**src/design/tsst_ram.sv**
```systemverilog
// Generic single-port synchronous RAM with a registered read.
// Standalone; used for the key and stamp stores.
module tsst_ram #(
	parameter int unsigned Width = 8,
	parameter int unsigned Depth = 64
) (
	input  logic                     clk,
	input  logic                     we,
	input  logic [$clog2(Depth)-1:0] addr,
	input  logic [Width-1:0]         wdata,
	output logic [Width-1:0]         rdata
);
	logic [Width-1:0] mem [Depth];

	always_ff @(posedge clk) begin
		if (we) begin
			mem[addr] <= wdata;
		end
		rdata <= mem[addr];
	end
endmodule

```
**config.mk**
```make
export PLATFORM = sky130hd
export DESIGN_NAME = tsst_ram
export DESIGN_NICKNAME = d
export VERILOG_FILES = /design/src/design/tsst_ram.sv
export SDC_FILE = /design/constraint.sdc
export NUM_CORES = 1
export LEC_CHECK = 0
export BUFFER_PORTS_ARGS = -buffer_cell sky130_fd_sc_hd__buf_2
export CAP_MARGIN = 15
export CORE_ASPECT_RATIO = 0.75
export CORE_MARGIN = 2
export CORE_UTILIZATION = 40
export CTS_CLUSTER_DIAMETER = 50
export DETAILED_ROUTE_END_ITERATION = 7
export PLACE_DENSITY_LB_ADDON = 0.1
export SETUP_SLACK_MARGIN = 0.1
export SYNTH_ARGS = -nofsm -noshare
export SYNTH_HDL_FRONTEND = slang
export SYNTH_SLANG_ARGS = --single-unit
```
**constraint.sdc**
```tcl
create_clock -name clk -period 3.6 [get_ports clk]
set_clock_uncertainty 0.1 [all_clocks]
set_input_delay 0.72 -clock clk [delete_from_list [all_inputs] [get_ports clk]]
set_output_delay 0.72 -clock clk [all_outputs]
set_load 0.02 [all_outputs]
```
==> results.toml <==
[outcome]
outcome = "finished clean"

[finish]
final_cell_mix = "edfxtp_1 (512), buf_4 (161), nor2_1 (80)"
fin_util_pct = 47.72
multi_input_area_sq_um = 4517
finalInstanceArea_sq_um = 23990
drive_gt1_share_pct = 23.85
fin_nets = 1347
fillers = 4313
regArea_sq_um = 15530
final_common_cell = "edfxtp_1"
diodes = 0
syn_to_final_growth_pct = 17.32

[sta]
finalSetupViolCount = 0
finalSetupTns_ns = 0
finalHoldViolations = 0
finalCriticalPeriod_ns = 2.984
rsz0062_at_grt = "no"
slew_viol_final = 0
fmax_mhz = 335.2
finalCritPeriodShare_pct = 82.88
worstMarginPinSlew_ns = 0.9855
slew-limit-headroom_pct = 34.30

[pwr]
leakage_uw = 0.007984
ir_drop_v = 0.0003389
power_density_nw_per_um2 = 538.5

[cts]
clockBufferDepth = 3
cts_root_buf = "clkbuf_16"
cts_resized = 0
cts_tree = "built"
cts_hold_buf = 0
h-tree-depth = 2
numCtsBuffers = 53
post_cts_buffers = 0
worstSkewPairLatency_ns = 0.61
clk_pin_slew_ns = 0.06
cts.sinks = 520

[critical_path]
startpoint = "addr[1]"
cp_data_required_time_ns = 3.97
crit_arrival_ns = 3.35
worstRegToRegCells = 5
crit_fanout = 41
startpoint_type = "primary input"
critPathCaptureType = "flip-flop"
setup.worst_path.class = "primary input to flip-flop"
setup.reg_to_reg.worst_slack_ns = 1.04
r2r_end = "rdata[3]$_DFF_P_"
crit_end = "rdata[3]$_DFF_P_"
regToRegStartpoint = "mem[48][3]$_DFFE_PP_"

[run]
max-cap-violations = 0

[detailed_routing]
drtAntennaViolNets = 0
post_drt_wl_per_cell_um = 28.99
wl_um = 58900
first_pass_iters = 5
first_iter_violations = 1267
via_per_inst = 5.723
num_vias = 11630
drc = 0

[floorplanning]
die_w_um = 265.1
io_pins = 24
start_util_pct = 40.67
fp.dieH_um = 199.8
fp-row-count = 71
core_area_sq_um = 50280
fp.dieArea_sq_um = 52970

[hold_path]
hold_path.class = "primary input to flip-flop"

[placed_design]
io_buffers = 23
place_congestion = 0.8239
dpl.hpwl_um = 39090
placed_area_sq_um = 22290

[yosys]
syn_area_per_cell_sq_um = 17.46
synth-seq-cells = 520
synth_area_sq_um = 20450
synth-async-reset-ratio_pct = 0
synth-seq-area-share_pct = 75.97
synth_area_leaders = "edfxtp_1 (75%), mux4_2 (4.5%), mux2i_1 (3.1%), nor2_1 (1.5%), a22oi_1 (1.5%)"
ys.flop_type = "edfxtp_1"
synth_cells = 1171
synth.distinct_cells = 56
syn_nets = 1187
synth_top_area_share_pct = 75.18
synth_edf_count = 512
synth_top_area_cell = "edfxtp_1"
ys_warn_count = 0

[grt]
antenna_found_initial = 0
grt_usage_pct = 22.56
grt.overflow.total = 0
grt_max_degree = 42
grt_pass1_wl_um = 84600
grt_pass1_vias = 11740
critical path, stage by stage:
cell and delay (ns):
buf_4 0.50, mux4_2 0.60, mux2i_1 0.45, o22a_1 0.19, o311ai_0 0.29, or4_1 0.54
worst min path at each step:
stage                   startpoint                    to  slack (ns)  cells past startpoint
6_report                  wdata[2]  mem[49][2]$_DFFE_PP_        0.43                      1
5_1_grt                   wdata[2]  mem[49][2]$_DFFE_PP_        0.42                      1
4_1_cts                   wdata[2]  mem[18][2]$_DFFE_PP_        0.42                      1
3_5_place_dp   mem[3][0]$_DFFE_PP_      rdata[0]$_DFF_P_        0.55                      3
3_3_place_gp   mem[3][0]$_DFFE_PP_      rdata[0]$_DFF_P_        0.54                      3
2_1_floorplan  mem[3][0]$_DFFE_PP_      rdata[0]$_DFF_P_        0.46                      3
power breakdown:
group | internal, uW | switching [uW] | leakage [uW]
clock network | 3040 | 2380 | 0.000840
registers | 6700 | 20.7 | 0.00467
logic | 264 | 517 | 0.00247
synth_stat cells, drive strengths merged, types with 7 or more instances:
cell type,n
mux2i,63
nand2b,24
buf,45
and2,10
a31oi,15
o22ai,22
nor2b,8
a221o,11
o2bb2ai,7
clkbuf,36
nor2,82
nand3,8
a22oi,40
o21ai,11
and3,9
dfxtp,8
a32oi,7
nand3b,12
a221oi,21
a22o,10
nand2,45
o22a,11
mux4,41
o221ai,9
mux2,12
a21oi,28
edfxtp,512
through the flow:
stage | cells | power [uW] | worst slack [ns] | hold WS (ns)
global route | 2032 | 13310 | 0.6105 | 0.4226
detailed placement | 1933 | 7634 | 0.01509 | 0.5467
finish | 2032 | 12920 | 0.6165 | 0.4267
CTS | 2032 | 13030 | 0.6730 | 0.4159
floorplan | 1171 | 7224 | 0.6812 | 0.4627
global placement | 1933 | 7631 | -0.002633 | 0.5389
metal layers:
| layer | vias up | global-route usage, % | share of wire (%) |
|---|---|---|---|
| met3 | 78 | 6.023 | 8.0 |
| met2 | 425 | 34.28 | 44 |
| li1 | 5082 | - | - |
| met1 | 6044 | 32.34 | 46 |
| met5 | - | 0 | 0 |
| met4 | 0 | 6.047 | 2.0 |
sequential cells by signal, summed over array words and instances, names as in the netlist:
name / cells
rdata: 8
mem: 512
final cells by class:
| class | instances | share of cell area (%) |
|---|---|---|
| sequential | 520 | 64.75 |
| timing repair buffer | 186 | 5.836 |
| inverter | 3 | 0.04694 |
| clock inverter | 38 | 1.419 |
| clock buffer | 61 | 5.695 |
| tap | 657 | 3.426 |
| multi-input combinational | 567 | 18.83 |
kinds of logic (layout without fill, tap and decap cells):
kind of cell / Yosys count / in the layout / share of synthesized area (%)
mux: 116 / 116 / 8.260
buf+inv: 84 / 288 / 1.982
compound gates: 222 / 222 / 8.076
simple gates: 229 / 229 / 5.715
flops: 520 / 520 / 75.97
No activity file was read; power rests on OpenSTA's default activity.
